**src/sv/pwr_pkg.sv**
```systemverilog
`default_nettype none
// ----------------------------------------------------------------------------
// pwr_pkg
// Shared constants, register indexes and types of the PID block with a
// periodic window reset.
// ----------------------------------------------------------------------------
package pwr_pkg;

   localparam int SAMPLE_WIDTH_DEF = 24;
   localparam int GAIN_WIDTH       = 16;
   localparam int CSR_DATA_WIDTH   = 16;
   localparam int CSR_INDEX_WIDTH  = 3;
   localparam int COUNT_WIDTH      = 16;
   localparam int DRIVE_WIDTH      = 32;

   // Register indexes of the configuration port.
   localparam logic [CSR_INDEX_WIDTH-1:0] REG_GAIN_PROP     = 3'd0;
   localparam logic [CSR_INDEX_WIDTH-1:0] REG_GAIN_INTEGRAL = 3'd1;
   localparam logic [CSR_INDEX_WIDTH-1:0] REG_GAIN_DERIV    = 3'd2;
   localparam logic [CSR_INDEX_WIDTH-1:0] REG_DIVISOR       = 3'd3;
   localparam logic [CSR_INDEX_WIDTH-1:0] REG_WINDOW_LENGTH = 3'd4;

   // Item opcodes.
   localparam logic OP_SAMPLE = 1'b0;
   localparam logic OP_CLEAR  = 1'b1;

   // Control of the shared multiply-accumulate unit.
   typedef struct packed {
      logic clear;
      logic mul_en;
   } mac_ctrl_type;

endpackage : pwr_pkg
`default_nettype wire

```
**src/sv/pwr_req_if.sv**
```systemverilog
`default_nettype none
// ----------------------------------------------------------------------------
// pwr_req_if
// Input item channel: opcode and error sample with valid/ready handshake.
// ----------------------------------------------------------------------------
interface pwr_req_if #(
   parameter int SAMPLE_WIDTH = pwr_pkg::SAMPLE_WIDTH_DEF
);
   logic                           valid;
   logic                           ready;
   logic                           opcode;
   logic signed [SAMPLE_WIDTH-1:0] sample;

   modport source (output valid, output opcode, output sample, input ready);
   modport sink   (input valid, input opcode, input sample, output ready);
endinterface : pwr_req_if
`default_nettype wire

```
**src/sv/pwr_rsp_if.sv**
```systemverilog
`default_nettype none
// ----------------------------------------------------------------------------
// pwr_rsp_if
// Result channel: saturated drive value and window-cleared flag.
// ----------------------------------------------------------------------------
interface pwr_rsp_if;
   import pwr_pkg::*;

   logic                          valid;
   logic                          ready;
   logic signed [DRIVE_WIDTH-1:0] drive;
   logic                          window_cleared;

   modport source (output valid, output drive, output window_cleared, input ready);
   modport sink   (input valid, input drive, input window_cleared, output ready);
endinterface : pwr_rsp_if
`default_nettype wire

```
**src/sv/pwr_csr_if.sv**
```systemverilog
`default_nettype none
// ----------------------------------------------------------------------------
// pwr_csr_if
// Configuration write channel: register index and write data.
// ----------------------------------------------------------------------------
interface pwr_csr_if;
   import pwr_pkg::*;

   logic                       valid;
   logic                       ready;
   logic [CSR_INDEX_WIDTH-1:0] index;
   logic [CSR_DATA_WIDTH-1:0]  data;

   modport source (output valid, output index, output data, input ready);
   modport sink   (input valid, input index, input data, output ready);
endinterface : pwr_csr_if
`default_nettype wire

```
**src/sv/pwr_mac.sv**
```systemverilog
`default_nettype none
// ----------------------------------------------------------------------------
// pwr_mac
// Shared signed multiply-accumulate unit. One product per enabled cycle is
// registered, then added into the accumulator on the following cycle.
// ----------------------------------------------------------------------------
module pwr_mac #(
   parameter int A_WIDTH   = 40,
   parameter int ACC_WIDTH = 58
) (
   input  logic                                     clock,
   input  logic                                     reset,
   input  pwr_pkg::mac_ctrl_type                    ctrl,
   input  logic signed [A_WIDTH-1:0]                op_a,
   input  logic signed [pwr_pkg::GAIN_WIDTH-1:0]    op_b,
   output logic signed [ACC_WIDTH-1:0]              acc
);
   import pwr_pkg::*;

   localparam int P_WIDTH = A_WIDTH + GAIN_WIDTH;

   logic signed [P_WIDTH-1:0]   prod_ff;
   logic signed [P_WIDTH-1:0]   prod_in;
   logic                        prod_vld_ff;
   logic signed [ACC_WIDTH-1:0] acc_ff;
   logic signed [ACC_WIDTH-1:0] acc_in;

   assign prod_in = P_WIDTH'(op_a) * P_WIDTH'(op_b);

   always_comb begin
      acc_in = acc_ff;
      if (ctrl.clear) begin
         acc_in = '0;
      end else if (prod_vld_ff) begin
         acc_in = acc_ff + ACC_WIDTH'(prod_ff);
      end
   end

   always_ff @(posedge clock) begin
      if (reset) begin
         prod_vld_ff <= 1'b0;
         acc_ff      <= '0;
      end else begin
         prod_vld_ff <= ctrl.mul_en && !ctrl.clear;
         acc_ff      <= acc_in;
      end
      prod_ff <= prod_in;
   end

   assign acc = acc_ff;

endmodule : pwr_mac
`default_nettype wire

```
**src/sv/pwr_div.sv**
```systemverilog
`default_nettype none
// ----------------------------------------------------------------------------
// pwr_div
// Iterative rounding divider: adds half the divisor with the sign of the
// dividend, divides magnitudes one quotient bit per cycle, restores the sign
// and saturates the quotient to 32 bits.
// ----------------------------------------------------------------------------
module pwr_div #(
   parameter int SUM_WIDTH = 58
) (
   input  logic                                     clock,
   input  logic                                     reset,
   input  logic                                     start,
   input  logic signed [SUM_WIDTH-1:0]              sum,
   input  logic [pwr_pkg::CSR_DATA_WIDTH-1:0]       divisor,
   output logic                                     done,
   output logic signed [pwr_pkg::DRIVE_WIDTH-1:0]   drive
);
   import pwr_pkg::*;

   localparam int NW = SUM_WIDTH + 1;
   localparam int DW = CSR_DATA_WIDTH;
   localparam int CW = $clog2(NW);

   typedef enum logic [1:0] {
      S_IDLE,
      S_ABS,
      S_ITER,
      S_FIN
   } state_type;

   state_type               state_ff;
   logic signed [NW-1:0]    num_ff;
   logic signed [NW-1:0]    num_in;
   logic [NW-1:0]           quo_ff;
   logic [DW-1:0]           rem_ff;
   logic [DW-1:0]           den_ff;
   logic [DW-1:0]           den_in;
   logic [CW-1:0]           cnt_ff;
   logic                    neg_ff;
   logic                    done_ff;
   logic signed [DRIVE_WIDTH-1:0] drive_ff;
   logic signed [DRIVE_WIDTH-1:0] drive_in;
   logic [DW:0]             rem_sh;
   logic                    fits;
   logic signed [NW-1:0]    half;
   logic                    pos_over;
   logic                    neg_over;

   assign den_in = (divisor == '0) ? DW'(1) : divisor;
   assign half   = NW'({1'b0, den_in[DW-1:1]});
   assign num_in = sum[SUM_WIDTH-1] ? (NW'(sum) - half) : (NW'(sum) + half);

   assign rem_sh = {rem_ff, quo_ff[NW-1]};
   assign fits   = rem_sh >= {1'b0, den_ff};

   // Saturation is judged on the magnitude; only its low 32 bits are negated here.
   assign pos_over = |quo_ff[NW-1:DRIVE_WIDTH-1];
   assign neg_over = (|quo_ff[NW-1:DRIVE_WIDTH])
                     || (quo_ff[DRIVE_WIDTH-1] && (|quo_ff[DRIVE_WIDTH-2:0]));

   always_comb begin
      if (neg_ff) begin
         drive_in = neg_over ? {1'b1, {(DRIVE_WIDTH-1){1'b0}}}
                             : -$signed(quo_ff[DRIVE_WIDTH-1:0]);
      end else begin
         drive_in = pos_over ? {1'b0, {(DRIVE_WIDTH-1){1'b1}}}
                             : $signed(quo_ff[DRIVE_WIDTH-1:0]);
      end
   end

   always_ff @(posedge clock) begin
      if (reset) begin
         state_ff <= S_IDLE;
         done_ff  <= 1'b0;
      end else begin
         done_ff <= 1'b0;
         case (state_ff)
            S_IDLE: begin
               if (start) begin
                  state_ff <= S_ABS;
               end
            end
            S_ABS: begin
               state_ff <= S_ITER;
            end
            S_ITER: begin
               if (cnt_ff == '0) begin
                  state_ff <= S_FIN;
               end
            end
            S_FIN: begin
               done_ff  <= 1'b1;
               state_ff <= S_IDLE;
            end
            default: begin
               state_ff <= S_IDLE;
            end
         endcase
      end

      case (state_ff)
         S_IDLE: begin
            if (start) begin
               num_ff <= num_in;
               den_ff <= den_in;
            end
         end
         S_ABS: begin
            neg_ff <= num_ff[NW-1];
            quo_ff <= num_ff[NW-1] ? NW'(-num_ff) : NW'(num_ff);
            rem_ff <= '0;
            cnt_ff <= CW'(NW - 1);
         end
         S_ITER: begin
            if (fits) begin
               rem_ff <= DW'(rem_sh - {1'b0, den_ff});
            end else begin
               rem_ff <= rem_sh[DW-1:0];
            end
            quo_ff <= {quo_ff[NW-2:0], fits};
            cnt_ff <= cnt_ff - 1'b1;
         end
         S_FIN: begin
            drive_ff <= drive_in;
         end
         default: begin
         end
      endcase
   end

   assign done  = done_ff;
   assign drive = drive_ff;

endmodule : pwr_div
`default_nettype wire

```
**src/sv/pid_with_window_reset.sv**
```systemverilog
`default_nettype none
// ----------------------------------------------------------------------------
// pid_with_window_reset
// One item is in work at a time: an accepted item passes three times through the
// shared multiplier, then through the restoring divider, one quotient bit per
// cycle over SAMPLE_WIDTH + 35 bits, and its result goes to the output register.
// A new item is taken once the previous result sits in the output register and
// no register write waits. Reset (synchronous, active high) clears terms, count,
// gains to 0, and divisor and window length to 1; no clearing pass is needed.
// ----------------------------------------------------------------------------
module pid_with_window_reset #(
   parameter int SAMPLE_WIDTH = pwr_pkg::SAMPLE_WIDTH_DEF
) (
   input  logic   clock,
   input  logic   reset,
   pwr_req_if.sink   req_ch,
   pwr_rsp_if.source rsp_ch,
   pwr_csr_if.sink   csr_ch
);
   import pwr_pkg::*;

   // Integral term is 40 bits at the default sample width.
   localparam int IW   = SAMPLE_WIDTH + 16;
   localparam int DTW  = SAMPLE_WIDTH + 1;
   localparam int SUMW = IW + GAIN_WIDTH + 2;

   typedef enum logic [2:0] {
      T_IDLE,
      T_MUL,
      T_DIV_GO,
      T_WAIT,
      T_PUSH
   } state_type;

   state_type                       state_ff;
   logic [1:0]                      step_ff;

   // Configuration registers.
   logic signed [GAIN_WIDTH-1:0]    gain_prop_ff;
   logic signed [GAIN_WIDTH-1:0]    gain_integral_ff;
   logic signed [GAIN_WIDTH-1:0]    gain_deriv_ff;
   logic [CSR_DATA_WIDTH-1:0]       divisor_ff;
   logic [CSR_DATA_WIDTH-1:0]       window_len_ff;

   // Controller terms.
   logic signed [SAMPLE_WIDTH-1:0]  prop_ff;
   logic signed [SAMPLE_WIDTH-1:0]  prop_in;
   logic signed [IW-1:0]            integ_ff;
   logic signed [IW-1:0]            integ_in;
   logic signed [DTW-1:0]           deriv_ff;
   logic signed [DTW-1:0]           deriv_in;
   logic [COUNT_WIDTH-1:0]          count_ff;
   logic [COUNT_WIDTH-1:0]          count_inc;
   logic                            clear_now;
   logic                            cleared_ff;

   // Output register.
   logic                            rsp_valid_ff;
   logic signed [DRIVE_WIDTH-1:0]   rsp_drive_ff;
   logic                            rsp_cleared_ff;

   logic                            req_ready;
   logic                            csr_ready;
   logic                            req_fire;
   logic                            csr_fire;
   logic                            slot_free;

   mac_ctrl_type                    mac_ctrl;
   logic signed [IW-1:0]            mac_a;
   logic signed [GAIN_WIDTH-1:0]    mac_b;
   logic signed [SUMW-1:0]          mac_acc;
   logic                            div_done;
   logic signed [DRIVE_WIDTH-1:0]   div_drive;

   // Register writes are taken only between items, and they win over a
   // waiting item so that the two never land on the same edge.
   assign csr_ready    = (state_ff == T_IDLE);
   assign req_ready    = (state_ff == T_IDLE) && !csr_ch.valid;
   assign req_fire     = req_ch.valid && req_ready;
   assign csr_fire     = csr_ch.valid && csr_ready;
   assign slot_free    = !rsp_valid_ff || rsp_ch.ready;

   assign req_ch.ready = req_ready;
   assign csr_ch.ready = csr_ready;

   // A sample becomes the proportional term, its difference from the old one the
   // derivative, and it adds itself to the integral. Reaching the window length,
   // or a clear item, zeroes every term and the count instead.
   assign count_inc = count_ff + 1'b1;
   assign clear_now = (req_ch.opcode == OP_CLEAR) || (count_inc >= window_len_ff);
   assign prop_in   = req_ch.sample;
   assign deriv_in  = DTW'(req_ch.sample) - DTW'(prop_ff);
   assign integ_in  = integ_ff + IW'(req_ch.sample);

   // Sequencer step k feeds term k and its gain into the shared multiplier.
   always_comb begin
      case (step_ff)
         2'd0: begin
            mac_a = IW'(prop_ff);
            mac_b = gain_prop_ff;
         end
         2'd1: begin
            mac_a = integ_ff;
            mac_b = gain_integral_ff;
         end
         2'd2: begin
            mac_a = IW'(deriv_ff);
            mac_b = gain_deriv_ff;
         end
         default: begin
            mac_a = '0;
            mac_b = '0;
         end
      endcase
      mac_ctrl.clear  = req_fire;
      mac_ctrl.mul_en = (state_ff == T_MUL) && (step_ff != 2'd3);
   end

   always_ff @(posedge clock) begin
      if (reset) begin
         state_ff         <= T_IDLE;
         step_ff          <= '0;
         gain_prop_ff     <= '0;
         gain_integral_ff <= '0;
         gain_deriv_ff    <= '0;
         divisor_ff       <= CSR_DATA_WIDTH'(1);
         window_len_ff    <= CSR_DATA_WIDTH'(1);
         prop_ff          <= '0;
         integ_ff         <= '0;
         deriv_ff         <= '0;
         count_ff         <= '0;
         cleared_ff       <= 1'b0;
         rsp_valid_ff     <= 1'b0;
      end else begin
         // A write to any of the five defined registers restarts the window count; the terms are kept.
         if (csr_fire) begin
            case (csr_ch.index)
               REG_GAIN_PROP: begin
                  gain_prop_ff <= csr_ch.data;
                  count_ff     <= '0;
               end
               REG_GAIN_INTEGRAL: begin
                  gain_integral_ff <= csr_ch.data;
                  count_ff         <= '0;
               end
               REG_GAIN_DERIV: begin
                  gain_deriv_ff <= csr_ch.data;
                  count_ff      <= '0;
               end
               REG_DIVISOR: begin
                  divisor_ff <= csr_ch.data;
                  count_ff   <= '0;
               end
               REG_WINDOW_LENGTH: begin
                  window_len_ff <= csr_ch.data;
                  count_ff      <= '0;
               end
               default: begin
               end
            endcase
         end

         // The output register fills from the push state and empties when
         // the receiver takes the beat.
         if ((state_ff == T_PUSH) && slot_free) begin
            rsp_valid_ff <= 1'b1;
         end else if (rsp_ch.ready) begin
            rsp_valid_ff <= 1'b0;
         end

         case (state_ff)
            T_IDLE: begin
               if (req_fire) begin
                  if (clear_now) begin
                     prop_ff  <= '0;
                     integ_ff <= '0;
                     deriv_ff <= '0;
                     count_ff <= '0;
                  end else begin
                     prop_ff  <= prop_in;
                     integ_ff <= integ_in;
                     deriv_ff <= deriv_in;
                     count_ff <= count_inc;
                  end
                  cleared_ff <= clear_now;
                  step_ff    <= '0;
                  state_ff   <= T_MUL;
               end
            end
            T_MUL: begin
               step_ff <= step_ff + 1'b1;
               if (step_ff == 2'd3) begin
                  state_ff <= T_DIV_GO;
               end
            end
            T_DIV_GO: begin
               state_ff <= T_WAIT;
            end
            T_WAIT: begin
               if (div_done) begin
                  state_ff <= T_PUSH;
               end
            end
            T_PUSH: begin
               if (slot_free) begin
                  state_ff <= T_IDLE;
               end
            end
            default: begin
               state_ff <= T_IDLE;
            end
         endcase
      end

      if ((state_ff == T_PUSH) && slot_free) begin
         rsp_drive_ff   <= div_drive;
         rsp_cleared_ff <= cleared_ff;
      end
   end

   pwr_mac #(
      .A_WIDTH   (IW),
      .ACC_WIDTH (SUMW)
   ) u_mac (
      .clock (clock),
      .reset (reset),
      .ctrl  (mac_ctrl),
      .op_a  (mac_a),
      .op_b  (mac_b),
      .acc   (mac_acc)
   );

   pwr_div #(
      .SUM_WIDTH (SUMW)
   ) u_div (
      .clock   (clock),
      .reset   (reset),
      .start   (state_ff == T_DIV_GO),
      .sum     (mac_acc),
      .divisor (divisor_ff),
      .done    (div_done),
      .drive   (div_drive)
   );

   assign rsp_ch.valid          = rsp_valid_ff;
   assign rsp_ch.drive          = rsp_drive_ff;
   assign rsp_ch.window_cleared = rsp_cleared_ff;

   // An item that cleared its terms always produces a zero drive beat.
   a_cleared_zero: assert property (@(posedge clock) disable iff (reset)
      rsp_valid_ff && rsp_cleared_ff |-> rsp_drive_ff == '0)
      else $error("cleared item produced a nonzero drive");

   // The divider only finishes while the sequencer waits for it.
   a_div_done_wait: assert property (@(posedge clock) disable iff (reset)
      div_done |-> state_ff == T_WAIT)
      else $error("divider finished outside the wait state");

   // The window count never rests at or above a nonzero window length.
   a_count_bound: assert property (@(posedge clock) disable iff (reset)
      window_len_ff != '0 |-> count_ff < window_len_ff)
      else $error("sample count reached the window length");

endmodule : pid_with_window_reset
`default_nettype wire
```
**src/flat_wrapper.sv**
```systemverilog
// flat-port wrapper written by rule: the top's interface ports become plain ports
module pid_with_window_reset_flat import pwr_pkg::*;
#(
   parameter int SAMPLE_WIDTH = pwr_pkg::SAMPLE_WIDTH_DEF
)
  (clock, reset, req_ch_valid, req_ch_opcode, req_ch_sample, req_ch_ready, rsp_ch_valid, rsp_ch_drive, rsp_ch_window_cleared, rsp_ch_ready, csr_ch_valid, csr_ch_index, csr_ch_data, csr_ch_ready);
  pwr_req_if #(.SAMPLE_WIDTH(SAMPLE_WIDTH)) req_ch_i ();
  pwr_rsp_if rsp_ch_i ();
  pwr_csr_if csr_ch_i ();
  input  logic clock;
  input  logic reset;
  input wire logic [$bits(req_ch_i.valid)-1:0] req_ch_valid;
  input wire logic [$bits(req_ch_i.opcode)-1:0] req_ch_opcode;
  input wire logic [$bits(req_ch_i.sample)-1:0] req_ch_sample;
  output wire logic [$bits(req_ch_i.ready)-1:0] req_ch_ready;
  output wire logic [$bits(rsp_ch_i.valid)-1:0] rsp_ch_valid;
  output wire logic [$bits(rsp_ch_i.drive)-1:0] rsp_ch_drive;
  output wire logic [$bits(rsp_ch_i.window_cleared)-1:0] rsp_ch_window_cleared;
  input wire logic [$bits(rsp_ch_i.ready)-1:0] rsp_ch_ready;
  input wire logic [$bits(csr_ch_i.valid)-1:0] csr_ch_valid;
  input wire logic [$bits(csr_ch_i.index)-1:0] csr_ch_index;
  input wire logic [$bits(csr_ch_i.data)-1:0] csr_ch_data;
  output wire logic [$bits(csr_ch_i.ready)-1:0] csr_ch_ready;
  assign req_ch_i.valid = req_ch_valid;
  assign req_ch_i.opcode = req_ch_opcode;
  assign req_ch_i.sample = req_ch_sample;
  assign req_ch_ready = req_ch_i.ready;
  assign rsp_ch_valid = rsp_ch_i.valid;
  assign rsp_ch_drive = rsp_ch_i.drive;
  assign rsp_ch_window_cleared = rsp_ch_i.window_cleared;
  assign rsp_ch_i.ready = rsp_ch_ready;
  assign csr_ch_i.valid = csr_ch_valid;
  assign csr_ch_i.index = csr_ch_index;
  assign csr_ch_i.data = csr_ch_data;
  assign csr_ch_ready = csr_ch_i.ready;
  pid_with_window_reset #(.SAMPLE_WIDTH(SAMPLE_WIDTH)) u_core (.clock(clock), .reset(reset), .req_ch(req_ch_i), .rsp_ch(rsp_ch_i), .csr_ch(csr_ch_i));
endmodule
```
**config.mk**
```make
export PLATFORM = sky130hd
export DESIGN_NAME = pid_with_window_reset_flat
export DESIGN_NICKNAME = d
export VERILOG_FILES = /design/src/sv/pwr_pkg.sv /design/src/sv/pwr_req_if.sv /design/src/sv/pwr_rsp_if.sv /design/src/sv/pwr_csr_if.sv /design/src/sv/pwr_mac.sv /design/src/sv/pwr_div.sv /design/src/sv/pid_with_window_reset.sv /design/src/flat_wrapper.sv
export SDC_FILE = /design/constraint.sdc
export NUM_CORES = 2
export LEC_CHECK = 0
export BUFFER_PORTS_ARGS = -buffer_cell sky130_fd_sc_hd__buf_2
export CORE_ASPECT_RATIO = 1.1
export CORE_MARGIN = 2
export CORE_UTILIZATION = 60
export CTS_BUF_LIST = sky130_fd_sc_hd__clkbuf_4 sky130_fd_sc_hd__clkbuf_8 sky130_fd_sc_hd__clkbuf_16
export DETAILED_ROUTE_END_ITERATION = 10
export PLACE_DENSITY_LB_ADDON = 0.25
export SLEW_MARGIN = 20
export SYNTH_ARGS = -nofsm -noshare
export SYNTH_HDL_FRONTEND = slang
export SYNTH_SLANG_ARGS = --single-unit
```
**constraint.sdc**
```tcl
create_clock -name clock -period 10.75 [get_ports clock]
set_input_delay 1.075 -clock clock [delete_from_list [all_inputs] [get_ports clock]]
set_output_delay 1.075 -clock clock [all_outputs]
set_load 0.005 [all_outputs]
```
==> flow_summary.toml <==
[status]
outcome = "complete, no violations"

[critical_path]
crit_end = "u_core.u_mac.prod_ff[55]"
critPathMaxFanout = 17
rr_worst_depth = 30
critical_path_required_ns = 11.25
cpPeakStageDelay_ns = 0.66
critical_path_buf_inv_count = 6
worstSetupPathType = "flip-flop to flip-flop"
crit_start = "u_core.step_ff[0]"
reg2reg_slack_ns = 1.49
cp.arrival_ns = 9.77
cp.depth = 30
start_kind = "flip-flop"
endpoint_kind = "flip-flop"
worstReg2RegEnd = "u_core.u_mac.prod_ff[55]"
rr_startpoint = "u_core.step_ff[0]"
crit_family = "adder cells"
crit_path_top_delay_cell = "ha_1"

[detailed_routing]
ant_nets = 0
drc = 0
drt_iter0_markers = 3017
wirelength_mm = 139
drt_first_pass_iters = 6
post_drt_via_cell_ratio = 5.85
wire_per_inst_um = 19.1
num_vias = 42600

[logic_synthesis]
synth_cell_types = 91
yosysTopAreaCell = "fa_1"
synthCells = 6131
yosys-top-cells-area = "fa_1 (23%), edfxtp_1 (13%), dfxtp_1 (12%)"
synthesis.area_mm2 = 0.0530
synthFlopType = "dfxtp_1"
synth_common_cells = "nand2_1 (966), inv_1 (868), fa_1 (603)"
yosysMostFrequentCell = "nand2_1"
ys_seq_area_share_pct = 24.3
synth_edf_count = 222
synth_nets = 7138
syn_area_per_cell_um2 = 8.64
yosysWarnings = 0
synth_top_area_share_pct = 22.8
synth_seq_cells = 532
synthArstFlopShare_pct = 0

[placement]
place_hpwl_mm = 110
dp_slack_ns = 1.71
gp_congestion = 0.984
dpl_cell_area_mm2 = 0.0544
port_buffers = 84

[power_and_ir_drop]
powerDensity_mw_per_mm2 = 98.0
ir_drop_v = 0.000134
p_leak_nw = 25.7

[cts]
htree_levels = 2
cts.clk_slew.worst_paths_ns = 0.06
ctsLongestPathBuffers = 3
cts_buffers = 59
cts_tree = "built"
clock_latency_ns = 0.65
cts_root_buffer = "clkbuf_16"
postCtsSetupBuffers = 0
cts_sinks = 532
post_cts_resized = 0
cts_hold_buf = 0

[floorplanning]
die_w_um = 287
start_util_pct = 60.4
fp.dieH_um = 316
rows = 114
dieArea_mm2 = 0.0907
core-area_mm2 = 0.0877
boundaryPins = 85

[sta]
fin_tns_setup_ns = 0
finalHoldViolCount = 0
fmax_mhz = 108
post-route-min-period_ns = 9.26
setup_violations = 0
holdWs_ns = 0.421
slew_violations = 0
skew_ns = 0.0352
fin_ws_ns = 1.49
rsz0062_at_grt = "no"
tightest_slew_ns = 1.11
timing.final.crit_share_pct = 86.2
slew_headroom_pct = 26.2

[layout]
seqCellArea_mm2 = 0.0129
n_fill_cell = 7524
antenna_cells = 0
final_nets = 7084
drive_gt1_share_pct = 5.14
post-route-util_pct = 64.4
multi_input_area_mm2 = 0.0360
syn2layout_area_growth_pct = 6.61
stdcell_area_mm2 = 0.0565

[global_routing]
grt_max_degree = 118
grt.total_usage_pct = 31.2
grt_pass1_vias = 43200
antenna_found_initial = 1
grt_first_pass_wirelength_mm = 225
gr-total-overflow = 0

[min_path]
min_path_type = "flip-flop to flip-flop"

[flow_run]
maxCapViolations = 0
==> layout by cell type (no fill, tap or decap), drive strengths merged, types with 137 or more instances in the layout <==
master  Yosys  final
buf        14    137
fa        603    603
a21oi     341    341
edfxtp    222    222
o21ai     338    338
dfxtp     310    310
inv       868    870
xor2      138    138
nor2      485    485
xnor2     165    165
ha        355    355
nand2     966    966
a21o      149    149
==> layer usage <==
layer | wire length, um | vias up | global-route usage (%)
met2 | 66100 | 1678 | 53.4
met4 | 8160 | 2 | 15.8
met5 | 13 | - | 0
met1 | 54700 | 20400 | 38.3
li1 | - | 20100 | -
met3 | 9890 | 501 | 5.06
==> registers in the layout, summed over array words and instances (netlist names), 24 cells and up <==
| register | count |
|---|---|
| u_core.rsp_ch.drive | 32 |
| u_core.prop_ff | 24 |
| u_core.integ_ff | 40 |
| u_core.u_div.num_ff | 59 |
| u_core.u_div.drive | 32 |
| u_core.deriv_ff | 25 |
| u_core.u_div.quo_ff | 59 |
| u_core.u_mac.acc | 58 |
| u_core.u_mac.prod_ff | 56 |
==> through the flow <==
step,total power [mW],cells
after detailed placement,3.45,7176
final,5.54,7285
after floorplan,3.14,6131
after CTS,5.56,7285
after global routing,5.77,7285
after global placement,3.43,7172
==> where the power goes <==
part / leakage, nW / switching [mW] / internal [mW]
combinational: 20.2 / 0.742 / 0.389
clock: 1.02 / 0.851 / 1.25
sequential: 4.52 / 0.0715 / 2.23
==> worst register-to-register path: cells and delay by family (launching register included) <==
kind	cells	cell delay [ns]
xor+xnor	1	0.12
flops	1	0.35
buf+inv	6	0.38
compound gates	10	2.34
fa+ha+maj	8	4.01
simple gates	5	1.92
==> cells by family after synthesis <==
group / count (synthesis) / share of synthesized area [%]
muxes: 52 / 0.984
buffers and inverters: 1123 / 7.98
and+or+nand+nor: 1950 / 16.2
xor gates and xnor gates: 303 / 5.01
adders and majority gates: 958 / 31.2
DFF: 532 / 24.3
AOI/OAI and AO/OA: 1213 / 14.4
==> worst min-delay path by stage <==
stage | startpoint | endpoint | slack (ns) | cells past startpoint
final | u_core.u_div.drive[9] | u_core.rsp_ch.drive[9] | 0.42 | 0
after global placement | u_core.u_div.drive[3] | u_core.rsp_ch.drive[3] | 0.40 | 0
after CTS | u_core.u_div.drive[26] | u_core.rsp_ch.drive[26] | 0.42 | 0
after floorplan | u_core.u_div.drive[0] | u_core.rsp_ch.drive[0] | 0.40 | 0
after detailed placement | u_core.u_div.drive[19] | u_core.rsp_ch.drive[19] | 0.41 | 0
after global routing | u_core.u_div.drive[19] | u_core.rsp_ch.drive[19] | 0.43 | 0
==> layout make-up <==
class	count	share of cell area, %
multi-input combinational	4476	63.7
sequential	532	22.8
inverter	869	5.77
clock buffer	78	2.98
tap	1160	2.57
timing repair buffer	139	1.47
clock inverter	31	0.682
Power figures use the tool's default switching activity.
